**config.mk**
```make
export PLATFORM = sky130hd
export DESIGN_NAME = bdr_muldiv
export DESIGN_NICKNAME = d
export VERILOG_FILES = /design/src/bdr_pkg.sv /design/src/bdr_muldiv.sv
export SDC_FILE = /design/constraint.sdc
export NUM_CORES = 1
export LEC_CHECK = 0
export ABC_CLOCK_PERIOD_IN_PS = 3800
export BUFFER_PORTS_ARGS = -buffer_cell sky130_fd_sc_hd__buf_2
export CORE_ASPECT_RATIO = 1.4
export CORE_UTILIZATION = 31
export DETAILED_ROUTE_END_ITERATION = 10
export MAX_ROUTING_LAYER = met4
export PLACE_DENSITY = 0.57
export RECOVER_POWER = 100
export SYNTH_ARGS = -nofsm -noshare
export SYNTH_HDL_FRONTEND = slang
export SYNTH_SLANG_ARGS = --single-unit
export TNS_END_PERCENT = 1
```
**constraint.sdc**
```tcl
create_clock -name clk_i -period 3.8 [get_ports clk_i]
set_clock_uncertainty 0.05 [all_clocks]
set_input_delay 0.76 -clock clk_i [delete_from_list [all_inputs] [get_ports clk_i]]
set_output_delay 0.76 -clock clk_i [all_outputs]
set_load 0.03 [all_outputs]
```
**src/bdr_pkg.sv**
```systemverilog
// shared types and constants for the block difficulty retarget design
// no dependencies; used by bdr_muldiv and block_difficulty_retarget
package bdr_pkg;

  localparam int unsigned MaxSamples = 1024;
  localparam int unsigned AddrW      = $clog2(MaxSamples);
  localparam int unsigned CntW       = AddrW + 1;
  localparam int unsigned DataW      = 64;
  localparam int unsigned StepW      = $clog2(DataW) + 1;

  typedef enum logic [2:0] {
    CFG_TARGET_SPACING = 3'd0,
    CFG_CLASSIC_WINDOW = 3'd1,
    CFG_TRIM_COUNT     = 3'd2,
    CFG_TAIL_WINDOW    = 3'd3,
    CFG_TAIL_START     = 3'd4,
    CFG_FORCE_TAIL     = 3'd5,
    CFG_BOOST_AFTER    = 3'd6,
    CFG_BLOCKS_PER_DAY = 3'd7
  } cfg_idx_e;

  typedef enum logic [1:0] {
    ST_OK        = 2'd0,
    ST_FEW       = 2'd1,
    ST_OVERFLOW  = 2'd2,
    ST_STORE_OVF = 2'd3
  } status_e;

  typedef enum logic {
    MD_MUL = 1'b0,
    MD_DIV = 1'b1
  } md_op_e;

  typedef struct packed {
    logic             start;
    md_op_e           op;
    logic [DataW-1:0] a;
    logic [DataW-1:0] b;
  } md_req_t;

  typedef struct packed {
    logic             done;
    logic [DataW-1:0] hi;
    logic [DataW-1:0] lo;
  } md_rsp_t;

  typedef enum logic [4:0] {
    S_IDLE,
    S_SETUP,
    S_BOUNDS,
    S_CAND_RD,
    S_CAND_LAT,
    S_SCAN,
    S_SCAN_END,
    S_WORK_RD0,
    S_WORK_RD1,
    S_WORK_LAT,
    S_MUL_START,
    S_MUL_WAIT,
    S_CHECK,
    S_DIV_WAIT,
    S_BDIV_START,
    S_BDIV_WAIT,
    S_BMUL_START,
    S_BMUL_WAIT,
    S_FINISH
  } state_e;

endpackage

```
**src/bdr_muldiv.sv**
```systemverilog
// shared iterative unit: shift-add multiply and restoring divide, one bit a cycle
// depends on bdr_pkg
module bdr_muldiv (
  input  logic             clk_i,
  input  logic             rst_ni,
  input  bdr_pkg::md_req_t req_i,
  output bdr_pkg::md_rsp_t rsp_o
);
  import bdr_pkg::*;

  logic [DataW-1:0] hi_q, hi_d, lo_q, lo_d, op_a_q, op_a_d;
  logic [StepW-1:0] cnt_q, cnt_d;
  md_op_e           op_q, op_d;
  logic             busy_q, busy_d, done_q, done_d;
  logic [DataW:0]   add_sum, shifted, diff;

  always_comb begin
    hi_d    = hi_q;
    lo_d    = lo_q;
    op_a_d  = op_a_q;
    cnt_d   = cnt_q;
    op_d    = op_q;
    busy_d  = busy_q;
    done_d  = 1'b0;
    add_sum = {1'b0, hi_q} + (lo_q[0] ? {1'b0, op_a_q} : '0);
    shifted = {hi_q, lo_q[DataW-1]};
    diff    = shifted - {1'b0, op_a_q};
    if (req_i.start) begin
      busy_d = 1'b1;
      op_d   = req_i.op;
      cnt_d  = StepW'(DataW);
      hi_d   = '0;
      if (req_i.op == MD_MUL) begin
        op_a_d = req_i.a;
        lo_d   = req_i.b;
      end else begin
        op_a_d = req_i.b;
        lo_d   = req_i.a;
      end
    end else if (busy_q) begin
      if (op_q == MD_MUL) begin
        hi_d = add_sum[DataW:1];
        lo_d = {add_sum[0], lo_q[DataW-1:1]};
      end else if (!diff[DataW]) begin
        hi_d = diff[DataW-1:0];
        lo_d = {lo_q[DataW-2:0], 1'b1};
      end else begin
        hi_d = shifted[DataW-1:0];
        lo_d = {lo_q[DataW-2:0], 1'b0};
      end
      cnt_d = cnt_q - 1'b1;
      if (cnt_q == StepW'(1)) begin
        busy_d = 1'b0;
        done_d = 1'b1;
      end
    end
  end

  always_ff @(posedge clk_i or negedge rst_ni) begin
    if (!rst_ni) begin
      busy_q <= 1'b0;
      done_q <= 1'b0;
      cnt_q  <= '0;
      op_q   <= MD_MUL;
    end else begin
      busy_q <= busy_d;
      done_q <= done_d;
      cnt_q  <= cnt_d;
      op_q   <= op_d;
    end
  end

  always_ff @(posedge clk_i) begin
    hi_q   <= hi_d;
    lo_q   <= lo_d;
    op_a_q <= op_a_d;
  end

  assign rsp_o.done = done_q;
  assign rsp_o.hi   = hi_q;
  assign rsp_o.lo   = lo_q;

endmodule
```
==> results of run 1 <==
Yosys cell counts, drive strengths merged, types with 19 or more instances:
| cell type | n |
|---|---|
| ha | 130 |
| a22oi | 19 |
| nand3 | 30 |
| nor2b | 73 |
| xor2 | 48 |
| o21ai | 130 |
| xnor2 | 71 |
| inv | 107 |
| edfxtp | 128 |
| dfxtp | 64 |
| clkbuf | 122 |
| mux2 | 75 |
| nor2 | 151 |
| nand4 | 55 |
| a21oi | 260 |
| nor3 | 34 |
| nand2 | 142 |
| mux2i | 99 |
| and2 | 72 |
| buf | 20 |
| nand2b | 22 |
| a211oi | 85 |
| o21bai | 43 |
| a21o | 72 |
area by class of cell:
cell class                      count  area (µm²)  area share (%)
Tap cell                          756         946            4.07
Inverter                          107         402            1.73
Clock inverter                     20         189           0.812
Clock buffer                       28         658            2.83
Multi-Input combinational cell   1776       12700            54.6
Timing Repair Buffer              469        2980            12.8
Sequential cell                   202        5380            23.1
per-stage QoR:
stage | area [µm²] | hold WS (ps) | instances | total power [W]
after floorplan | 18700 | 414 | 2227 | 0.00983
after global placement | 21900 | 449 | 3287 | 0.0135
after detailed placement | 21900 | 455 | 3287 | 0.0135
after CTS | 22800 | 441 | 3336 | 0.0162
after global routing | 23300 | 453 | 3358 | 0.0176
final | 23300 | 468 | 3358 | 0.0166
worst max-delay path, stage by stage, from the launching register on:
cell and delay [ps]:
edfxtp_1 390, buf_6 160, clkbuf_16 170, and2_4 150
fa_2 410, a211oi_2 220, o211a_1 260, o22a_4 230
a211o_1 140, o211a_1 170, o21a_1 210, o21bai_4 100
buf_4 160, or4_1 500, nand4_1 100, o221a_2 180
o211ai_1 70
sequential cells by signal (all words and copies together) (netlist names):
signal / flops
busy_q: 1
hi_q: 64
lo_q: 64
cnt_q: 7
done_q: 1
op_q: 1
op_a_q: 64
per-layer routing:
metal,up-vias,part of all wire (%)
li1,8929,-
met5,-,0
met3,192,4.3
met2,622,51
met4,0,6.5
met1,9073,38
cell families after synthesis:
logic type	after synthesis	share of synthesized area, %
compound gates	736	25.1
xor+xnor	119	5.63
fa+ha+maj	132	8.94
buf+inv	249	5.29
flops	202	28.8
mux	174	9.84
simple gates	615	16.4
final timing paths:
| check | to | slack, ps |
|---|---|---|
| max | hi_q[61] | 10 |
| min | op_a_q[54] | 470 |
| min reg2reg | cnt_q[6] | 470 |
| max in group asynchronous | op_q | 2900 |
| min in group asynchronous | cnt_q[0] | 560 |
| max reg2reg | hi_q[61] | 10 |
power by group through the flow:
stage               Sequential, W  Clock (W)  Combinational (W)
floorplan                 0.00407          0            0.00576
global route              0.00352    0.00266             0.0114
finish                    0.00347    0.00252             0.0106
global placement          0.00348          0            0.00999
CTS                       0.00345    0.00258             0.0102
detailed placement        0.00349          0             0.0101
placed cells by master, fill, tap and decap left out, types with 9 or more instances in the layout:
cell type and n:
a211oi_1 81, a21o_1 71, a21oi_1 255, a22oi_1 19, a31oi_1 12, and2_1 69
and3_1 10, buf_2 190, buf_4 192, clkbuf_1 70, clkbuf_16 30, dfxtp_1 64
edfxtp_1 128, ha_1 115, ha_4 12, inv_1 105, mux2_2 75, mux2i_1 98
nand2_1 140, nand2b_1 22, nand3_1 28, nand4_1 55, nor2_1 147, nor2b_1 72
nor3_1 34, o211ai_1 11, o21a_1 14, o21ai_0 118, o21ai_1 9, o21bai_1 41
o221ai_1 11, xnor2_1 70, xor2_1 47
what timing repair did:
| action | CTS | global route |
|---|---|---|
| gates cloned | 0 | 4 |
| pin swaps | 4 | 29 |
| setup buffers | 0 | 18 |
| endpoints found under the hold margin | 1 | 0 |
| setup endpoints to repair | 26 | 46 |
| hold buffers | 1 | 0 |
| gates resized for setup | 11 | 67 |
==> results summary, run 1 <==
The flow ran to the end, but the final reports show violations. The checks that failed: max-capacitance violations, max-slew violations. The number of instances in the synthesized netlist came out at 2227. The synthesized design spends more area on one cell type than any other, namely edfxtp_1.

The master cell of the clock root buffer is clkbuf_16. Summed over all nets, the switching power comes to around 0.0080 W. In this run the biggest area consumer among cell types represents roughly a fifth of the synthesized area.

The detailed placement HPWL came out at ~58000 µm. The areal power density over the cells is roughly 700 mW/mm². After clock tree synthesis, the clock-pin slew on the worst setup and hold paths is around 70 ps.

In this run the count of I/O pins placed on the die edge is ~260. The final hold violation count is 0. The initial core utilization is 31.3%. The internal power of the cells is between 0.008 and 0.009 W.

The initial antenna violation count came to 0. The worst setup path is launched from a register. The average footprint of a synthesized cell came out at 8.37 µm².

The via total after detailed routing is roughly 19000. The critical path data arrival time came out at approximately 4200 ps. The count of H-tree levels built during CTS came out at 1.

The combinational share of power is a little under two thirds. The die area came out at 0.0611 mm². The clock tree from TritonCTS is yes. The number of buffers inserted during clock tree synthesis came out at 26. The worst setup slack after layout is about 15 ps. The cell area that synthesis handed to floorplanning was between 0.015 and 0.02 mm². The slew at the pin closest to its max-slew limit is just under 2000 ps. After the last flow step, the layout net total stands at about 2800.

The layer flagged by global routing as most heavily used is met2. The via count of the first global-routing pass is around 19000. The iteration-0 DRC count of the detailed router is 1249. In the final layout, the share of cells above drive strength 1 is 23.1%. Summed over all cells, the static leakage comes to roughly 9.9 nW. The clock network latency to the later pin of the worst-skew pair came out at roughly 570 ps.

After layout, the worst path uses roughly 100% of the clock period. Counting instances, the worst hold path has a depth of 2. The worst-case IR drop observed on VDD is 0.421 mV. The die width came out at between 200 and 250 µm. The post-synthesis net count is around 2500. The post-detailed-route via-to-cell ratio is roughly 5.6. The part of the power in registers is 20.9%. The number of fill cells came out at between 6000 and 7000. The switching part of the total came out at 48.1%. The pin count of the biggest net entering global routing is 143. The critical path is of the reg2reg type. The clock sink count came out at 202. The critical path launch point is lo_q[0]. The worst setup slack after placement came out at -177 ps.

The worst slew margin relative to its limit came out at -28.9%. The number of rows in the core area is 106. For this run, the top clock speed supported by timing is approximately 260 MHz. The clock share of power is between 15 and 20%.

Setup repair after global routing could not meet its margin everywhere. The number of register bits inferred by synthesis came out at 202. In this run the worst path has a maximum fanout of 8. The proportion of register bits with asynchronous set or reset after synthesis is between 4 and 5%. The sum of routed wire length over all layers came out at approximately 75000 µm. Ranked by total cell area, the synthesized netlist is headed by edfxtp_1, ha_1, a21oi_1, dfxtp_1, mux2i_1.

The region available for standard cell placement spans 0.0595 mm². The residual overflow from global routing came out at 0. The count of pins over their slew limit was between 90 and 100. The antenna diode count is 0. The number of remaining DRC errors came out at 0.

In the final routed layout, each cell accounts on average for ~22 µm. The sum of negative setup slack is 0 ps. The cell count of the worst reg-to-reg path came out at 16. Counting I/O delays and the setup requirement, the final critical path takes 3790 ps. The share of the Yosys chip area taken by registers is around 29%. During placement, the flow inserted port buffers numbering 260. The first-pass iteration count of the detailed router is 6. The number of setup violations in the final report is 0. The critical path required time came out at between 4000 and 5000 ps.

The routing usage on met1 came out at between 20% and 30%. In the global route stage, met2 resource usage came out at between 40% and 50%. For met3 alone, demand over resource in global routing was ~2.4%.

The number of nets with antenna violations after detailed routing came out at 0. The congestion estimate from routability-driven global placement came to slightly below 1. The startpoint identified for the worst hold timing path is req_i[54]. The share of the core filled with cells in the final layout is about two fifths. The number of warnings reported in the yosys synthesis log is 0. The endpoint kind of the worst setup timing path is a register.

The wire length of the first global-routing pass came out at roughly 110000 µm. The path class of the lowest-slack min-delay path is in2reg. Relative to the synthesized area, the layout overhead comes to 24.8%. The number of enable-type register cells in the synthesized netlist is between 100 and 150. The startpoint identified for the worst register-to-register timing path is lo_q[0].

The die boundary height came out at just under 300 µm. The count of maximum capacitance violations came out at 1. The distinct cell type count after synthesis came out at 72.

In the synthesized netlist the dominant register cell turns out to be edfxtp_1. Global routing consumed, over all layers together, 23.8% of the routing resources. The maximum buffer depth of the clock tree is 3.
No activity file was read; power rests on OpenSTA's default activity.
==> inputs of run 2 (changes only) <==
--- a/config.mk
+++ b/config.mk
@@ -6,7 +6,7 @@
 export NUM_CORES = 1
 export LEC_CHECK = 0
 export ABC_CLOCK_PERIOD_IN_PS = 3800
-export BUFFER_PORTS_ARGS = -buffer_cell sky130_fd_sc_hd__buf_2
+export BUFFER_PORTS_ARGS = -buffer_cell sky130_fd_sc_hd__clkbuf_2
 export CORE_ASPECT_RATIO = 1.4
 export CORE_UTILIZATION = 31
 export DETAILED_ROUTE_END_ITERATION = 10
==> run 2 against run 1 <==
  * The flow still finishes with violations (max-capacitance violations, max-slew violations)
  * Via count is 0.55% lower
  * Largest power group unchanged
  * Clock power is 4% higher
  * Critical path depth is 1 lower
  * Power is 0.97% lower
  * Sequential share of layout area is 0.31 points higher
  * Combinational power hardly changed
  * Wire length is 0.75% lower
  * Final cell count is 0.15% lower
  * Sequential power hardly changed
  * Maximum frequency is 1.3% higher
  * Critical path type unchanged
==> results summary, run 2 (synthesis results as in run 1) <==
The maximum buffer depth of the clock tree is 3 (unchanged). Compared with the post-synthesis result, the final layout area differs by 23.1%. The worst-case register-to-register setup slack came to 60 ps (+50 ps). The clock share of power is 15.9% (+0.7 points). The startpoint identified for the worst register-to-register timing path is op_a_q[19]. The critical path goes through inv_1, ha_1, clkbuf_2, a21oi_1, o211ai_1, a41oi_1, o21ai_0, nor3b_4, o21ai_4, xor2_4, buf_6, clkbuf_4, nand2_1, o22ai_1, a221o_1. The count of maximum capacitance violations came to 2 (+1). The count of input and output buffers is 260 (unchanged).

The peak ir drop on the vdd network is 0.401 mV (-4.7%). The final reports fail on max-capacitance violations, max-slew violations. The critical path required time came out at 4220 ps (+20 ps).

The final hold violation count is 0 (unchanged). In the final layout, the registers with the most flip-flops are hi_q: 64 flops, lo_q: 64 flops, op_a_q: 64 flops. The share of final-layout standard cells stronger than drive strength 1 came to 18.5% (-4.6 points).

The startpoint identified for the worst hold timing path is req_i[4]. The number of setup violations in the final report is 0 (unchanged). The cell count of the worst reg-to-reg path is 15 (-1). The overall fraction of global-route tracks in use came out at 24.2% (+0.35 points).

The via count of the first global-routing pass is 18637 (+0.72%). The antenna diode count is 0 (unchanged). The initial antenna violation count is 0 (unchanged). Leaving out fill and tap cells, the most frequent cells in the layout are a21oi_1, buf_4, nor2_1. The sum of negative setup slack is 0 ps (unchanged). The pin count of the biggest net entering global routing came out at 141 (-1.4%). The met2 wire length is 38000 µm (-1.4%). The final critical path time including I/O delays and setup is 3740 ps (-48.1 ps). The number of placed cells counting well taps is 3290 (+0.091%). The part of the power in registers was 21.0% (about the same). The placeable core region is 0.0595 mm² (unchanged). The end of the worst register-to-register path is hi_q[49]. The global placement routability congestion came out at 0.979 (-1.5%).

The met3 routed wirelength came out at 3550 µm (+9.3%). The iteration-0 DRC count of the detailed router was 1116 (-11%). The net count reported at finish came out at 2840 (-0.21%).

The biggest fanout along the worst timing path came to 5 (-3). The met1 routed wirelength after detailed routing is 27800 µm (-1.5%). The number of nets with antenna violations after detailed routing is 0 (unchanged). The areal power density over the cells came to 716 mW/mm² (+0.39%). The master cell of the clock root buffer is clkbuf_16.

The worst hold path stage count came out at 2 (unchanged). The combinational share of power came out at 63.1% (-0.8 points). The clock tree from TritonCTS is yes.

The critical path data arrival time is 4160 ps (-20 ps). The count of H-tree levels built during CTS is 1 (unchanged). The number of buffers inserted during clock tree synthesis is 27 (+3.8%).

The detailed placement HPWL is 58600 µm (+0.55%). The wire length of the first global-routing pass is 110000 µm (+1.2%). The post-detailed-route wirelength per cell was 22.1 µm (-0.60%). The clock sink count was 202 (unchanged). The internal power of the cells is 0.00845 W (-1.8%).

STA classifies the critical path startpoint as a register. The achievable clock frequency is 268 MHz (+1.3%). Setup repair after global routing could not meet its margin everywhere. The residual overflow from global routing is 0 (unchanged).

The switching part of the total came out at 48.6% (+0.43 points). The endpoint kind of the worst setup timing path is a register. The number of remaining DRC errors is 0 (unchanged). The number of rows in the core area was 106 (unchanged). The register clock-pin slew on the reported worst setup and hold paths is 60 ps (about the same). The via total after detailed routing came out at 18712 (-0.55%).

The post-detailed-route via-to-cell ratio came out at 5.58 (-0.40%). The share of the core filled with cells in the final layout was 38.5% (-0.53 points). The count of pins over their slew limit was 184 (+90%). On the critical path, the stage with the largest delay is an instance of edfxtp_1.

The slew at the pin closest to its max-slew limit came out at 2850 ps (+916 ps). The die width was 209 µm (unchanged). The flow ran to the end, but the final reports show violations.

The highest layer touched by signal routing is met4. The final critical-path share of the clock period is 98.3% (-1.3 points). The first-pass iteration count of the detailed router came out at 5 (-1).

The switching power summed over all nets came out at 0.00798 W (about the same). The worst slew margin relative to its limit is -90.0% (-61 points). The total leakage power is 9.76 nW (-1.9%). The sum of routed wire length over all layers came out at 74300 µm (-0.75%). The clock network latency to the later pin of the worst-skew pair was 590 ps (+20 ps). Leaving out fill and tap cells, the most frequent cell in the layout is a21oi_1. The path class of the lowest-slack min-delay path is in2reg.

The path type of the worst setup path is reg2reg. The initial core utilization is 31.3% (unchanged). The die area came to 0.0611 mm² (unchanged). The highest cell delay on the worst timing path came out at 440 ps (-60 ps).

The number of standard cells in the layout, taps in and fillers out came out at 3353 (-0.15%). For hold timing, the worst endpoint is op_a_q[4]. The die boundary height is 292 µm (unchanged). The number of I/O pins came out at 261 (unchanged).
[run 2: cell types whose count changed in the layout (fill, tap and decap cells not counted), moves of 4 or more]
cell / before / now
buf_2: 190 / 0
clkbuf_2: 1 / 139
clkbuf_1: 70 / 134
mux2_1: 0 / 40
mux2_2: 75 / 35
buf_4: 192 / 179
ha_4: 12 / 4
ha_2: 3 / 8
clkinv_1: 6 / 2
[run 2: critical path: cells and delay by family (launching register included)]
family                   cells  cell delay, ps
buffers and inverters        4             540
XOR/XNOR                     1             200
AND/OR/NAND/NOR              2             690
AO/OA/AOI/OAI                7            1430
adder cells (fa/ha/maj)      1             250
flip-flops                   1             440
[run 2: through the flow]
stage / power, W / cell area (µm²) / hold slack (ps) / worst slack [ps]
final: 0.0164 / 23000 / 451 / 63.0
after CTS: 0.0163 / 22800 / 420 / -35.1
after detailed placement: 0.0136 / 21900 / 446 / -71.8
after global routing: 0.0174 / 23000 / 445 / -67.7
after floorplan: 0.00983 / 18700 / 414 / -12.3
after global placement: 0.0135 / 21900 / 449 / -38.7
[run 2: power by group through the flow]
stage                     registers (W)  clock network, W  logic, W
after global routing            0.00350           0.00275    0.0112
final                           0.00345           0.00262    0.0104
after detailed placement        0.00348                 0    0.0101
after global placement          0.00347                 0    0.0100
after CTS                       0.00343           0.00268    0.0102
after floorplan                 0.00407                 0   0.00576
[run 2: per-layer routing]
metal | GRT usage [%] | up-vias
li1 | - | 8904
met1 | 25.5 | 8892
met2 | 43.2 | 689
met3 | 2.58 | 227
met4 | 14.6 | 0
met5 | - | -
[run 2: final cells by class]
cell class / instances / area, µm²
Tap cell: 756 / 946
Clock buffer: 32 / 714
Timing Repair Buffer: 462 / 2740
Clock inverter: 18 / 173
Fill cell: 6207 / 36600
Multi-Input combinational cell: 1776 / 12600
Sequential cell: 202 / 5380
Inverter: 107 / 402
[run 2: worst max-delay path by stage]
stage / depth (start not counted) / startpoint / endpoint
finish: 15 / op_a_q[19] / hi_q[49]
global route: 15 / lo_q[0] / hi_q[59]
CTS: 15 / op_a_q[20] / hi_q[43]
detailed placement: 16 / lo_q[0] / hi_q[59]
global placement: 15 / lo_q[0] / hi_q[61]
floorplan: 16 / lo_q[0] / hi_q[61]
[run 2: what timing repair did]
action | in CTS | in global routing
resized for setup | 6 | 60
hold buffers | 1 | 0
endpoints found under the hold margin | 10 | 0
pin swaps | 4 | 20
setup endpoints to repair | 13 | 51
gates cloned | 0 | 1
buffers inserted | 6 | 5
==> inputs of run 3 (changes only) <==
==> constraint.sdc (replaced) <==
create_clock -name clk_i -period 3.8 [get_ports clk_i]
set_clock_uncertainty 0.05 [all_clocks]
set_input_delay 0.76 -clock clk_i [delete_from_list [all_inputs] [get_ports clk_i]]
set_output_delay 0.76 -clock clk_i [all_outputs]
set_load 0.1 [all_outputs]
==> run 3 against run 2 <==
  * The flow still finishes with violations (max-capacitance violations, max-slew violations)
  * Largest cell class unchanged
  * First-iteration DRC count grew 9.9%
  * Critical path type unchanged
  * Wire length grew 1.0%
  * Global-route usage grew 0.076 points
  * Critical path depth is the same
  * Critical endpoint is now hi_q[61]
  * Die area is the same
  * Via count grew 0.25%
  * Cell area grew 1.2%
==> results summary, run 3 (synthesis results as in run 1) <==
The die width is 209 µm (unchanged). The maximum buffer depth of the clock tree came out at 3 (unchanged). The die boundary height came out at 292 µm (unchanged). The critical-path cell with the highest stage delay is or4_1. The number of I/O pins came out at 261 (unchanged). The path class of the lowest-slack min-delay path is in2reg. In the final layout, the registers with the most flip-flops are hi_q: 64 flops, lo_q: 64 flops, op_a_q: 64 flops. The post-detailed-route via-to-cell ratio came out at 5.57 (-0.17%). The worst setup slack after placement is -120 ps (-48.6 ps). The critical path is of the reg2reg type. The critical path data arrival time is 4170 ps (about the same). The number of standard cells in the layout, taps in and fillers out is 3367 (+0.42%).

The count of H-tree levels built during CTS is 1 (unchanged). The critical path launch point is lo_q[0]. The tree is rooted in a clkbuf_16. The total chip power is 0.0187 W (+14%). The number of rows in the core area was 106 (unchanged). The antenna diode count is 0 (unchanged). The number of remaining DRC errors is 0 (unchanged). The clock tree from TritonCTS is yes.

The count of maximum capacitance violations is 3 (+1). The slew at the pin closest to its max-slew limit was 2060 ps (-790 ps). The number of placed cells counting well taps came out at 3299 (+0.27%). The number of nets with antenna violations after detailed routing came out at 0 (unchanged). The biggest fanout along the worst timing path came out at 4 (-1). The initial core utilization came out at 31.3% (unchanged). The count of input and output buffers came out at 260 (unchanged).

Among the stages of the critical path, the cell type that occurs most often is o211a_1. The number of setup violations in the final report was 0 (unchanged). The critical path required time was 4210 ps (about the same). The worst setup path is launched from a register.

The via count of the first global-routing pass is 18638 (+0.0054%). The pin count of the biggest net entering global routing is 141 (unchanged). The placeable core region is 0.0595 mm² (unchanged). Leaving out fill and tap cells, the most frequent cell in the layout is a21oi_1. The initial antenna violation count came out at 0 (unchanged). The sum of routed wire length over all layers is 75000 µm (+1.0%). The iteration-0 DRC count of the detailed router came out at 1226 (+9.9%). The worst setup slack after layout is 41.7 ps (-21.3 ps). The die area is 0.0611 mm² (unchanged). The count of pins over their slew limit is 100 (-46%). The checks that failed: max-capacitance violations, max-slew violations. The first-pass iteration count of the detailed router is 5 (unchanged). The post-detailed-route wirelength per cell is 22.3 µm (+0.59%). The area overhead of the layout relative to synthesis is 24.6%.

The worst slew margin relative to its limit is -37.3% (+53 points). The net count reported at finish is 2857 (+0.60%). The library cells used most frequently in the layout, excluding fill and tap cells, are a21oi_1, buf_4, nor2_1. The highest cell delay on the worst timing path is 460 ps (+20 ps). The clock sink count came out at 202 (unchanged). The buffering stage count on the worst path with inverters included is 1 (-3). The final hold violation count came out at 0 (unchanged).

The sum of negative setup slack is 0 ps (unchanged). The via total after detailed routing is 18758 (+0.25%). Setup repair after global routing could not meet its margin everywhere. The peak ir drop on the vdd network is 0.440 mV (+9.7%). The worst register-to-register path begins at lo_q[0].

The run finished, with violations left. The register clock-pin slew on the reported worst setup and hold paths came out at 70 ps (about the same). The overall fraction of global-route tracks in use came to 24.2% (+0.076 points). The total leakage power is 9.85 nW (+0.91%). The achievable clock frequency was 266 MHz (-0.57%).

The global placement routability congestion is 0.981 (+0.21%). The final critical-path share of the clock period is 98.9% (+0.56 points). The share of final-layout standard cells stronger than drive strength 1 is 19.8% (+1.3 points).

The endpoint kind of the worst setup timing path is a register. The gate family responsible for the most delay along the worst path is compound AO/OA/AOI/OAI gates. The critical path goes through and2_4, ha_4, fa_2, a211oi_4, o211a_1, o22a_4, a211o_1, o211a_1, o21a_1, o21bai_2, buf_6, or4_1, nand4_1, o221a_2, o211ai_1. The areal power density over the cells came out at 804 mW/mm² (+12%). The final critical path time including I/O delays and setup came out at 3760 ps (+21.3 ps). The wire length of the first global-routing pass came out at 111000 µm (+0.59%). The detailed placement HPWL came out at 59100 µm (+0.81%). In this run the most critical hold path is launched from req_i[21]. The number of buffers inserted during clock tree synthesis was 25 (-7.4%). The residual overflow from global routing came out at 0 (unchanged).

The clock network latency to the later pin of the worst-skew pair came to 580 ps (about the same).
==> run 3: worst paths after layout <==
kind / slack (ps) / endpoint / depth (start not counted)
max: 40 / hi_q[61] / 15
min: 450 / op_a_q[21] / 2
max reg2reg: 40 / hi_q[61] / 15
min reg2reg: 470 / cnt_q[6] / 2
max in group asynchronous: 2650 / op_q / 2
min in group asynchronous: 640 / op_q / 2
==> run 3: power by group <==
part / internal [W] / switching, W
logic: 0.00433 / 0.00841
clock network: 0.00138 / 0.00115
registers: 0.00287 / 0.000547
==> run 3: repair_timing <==
action,4_1_cts,5_1_grt
gates cloned,0,4
buffers inserted,0,18
hold buffers,1,0
endpoints found under the hold margin,10,0
resized for setup,5,80
pin swaps,1,33
endpoints found under the setup margin,14,54
==> run 3: through the flow <==
stage / cell area (µm²) / hold slack [ps] / util (%)
detailed placement: 22000 / 464 / 36.9
finish: 23200 / 454 / 39.0
global placement: 22000 / 450 / 36.9
global route: 23200 / 445 / 39.0
floorplan: 18700 / 414 / -
CTS: 22800 / 429 / 38.4
==> run 3: per-layer routing <==
metal / vias to the layer above / wire (µm) / global-route usage (%)
met4: 0 / 4640 / 13.1
met5: - / 0 / -
li1: 8941 / - / -
met3: 199 / 3320 / 2.75
met2: 593 / 38900 / 44.4
met1: 9025 / 28100 / 25.2
==> run 3: area by class of cell <==
| cell class | instances | area (µm²) |
|---|---|---|
| multi-input combinational | 1776 | 12700 |
| clock buffer | 25 | 626 |
| fill | 6151 | 36300 |
| tap | 756 | 946 |
| inverter | 107 | 402 |
| clock inverter | 20 | 208 |
| sequential | 202 | 5380 |
| timing repair buffer | 481 | 2950 |
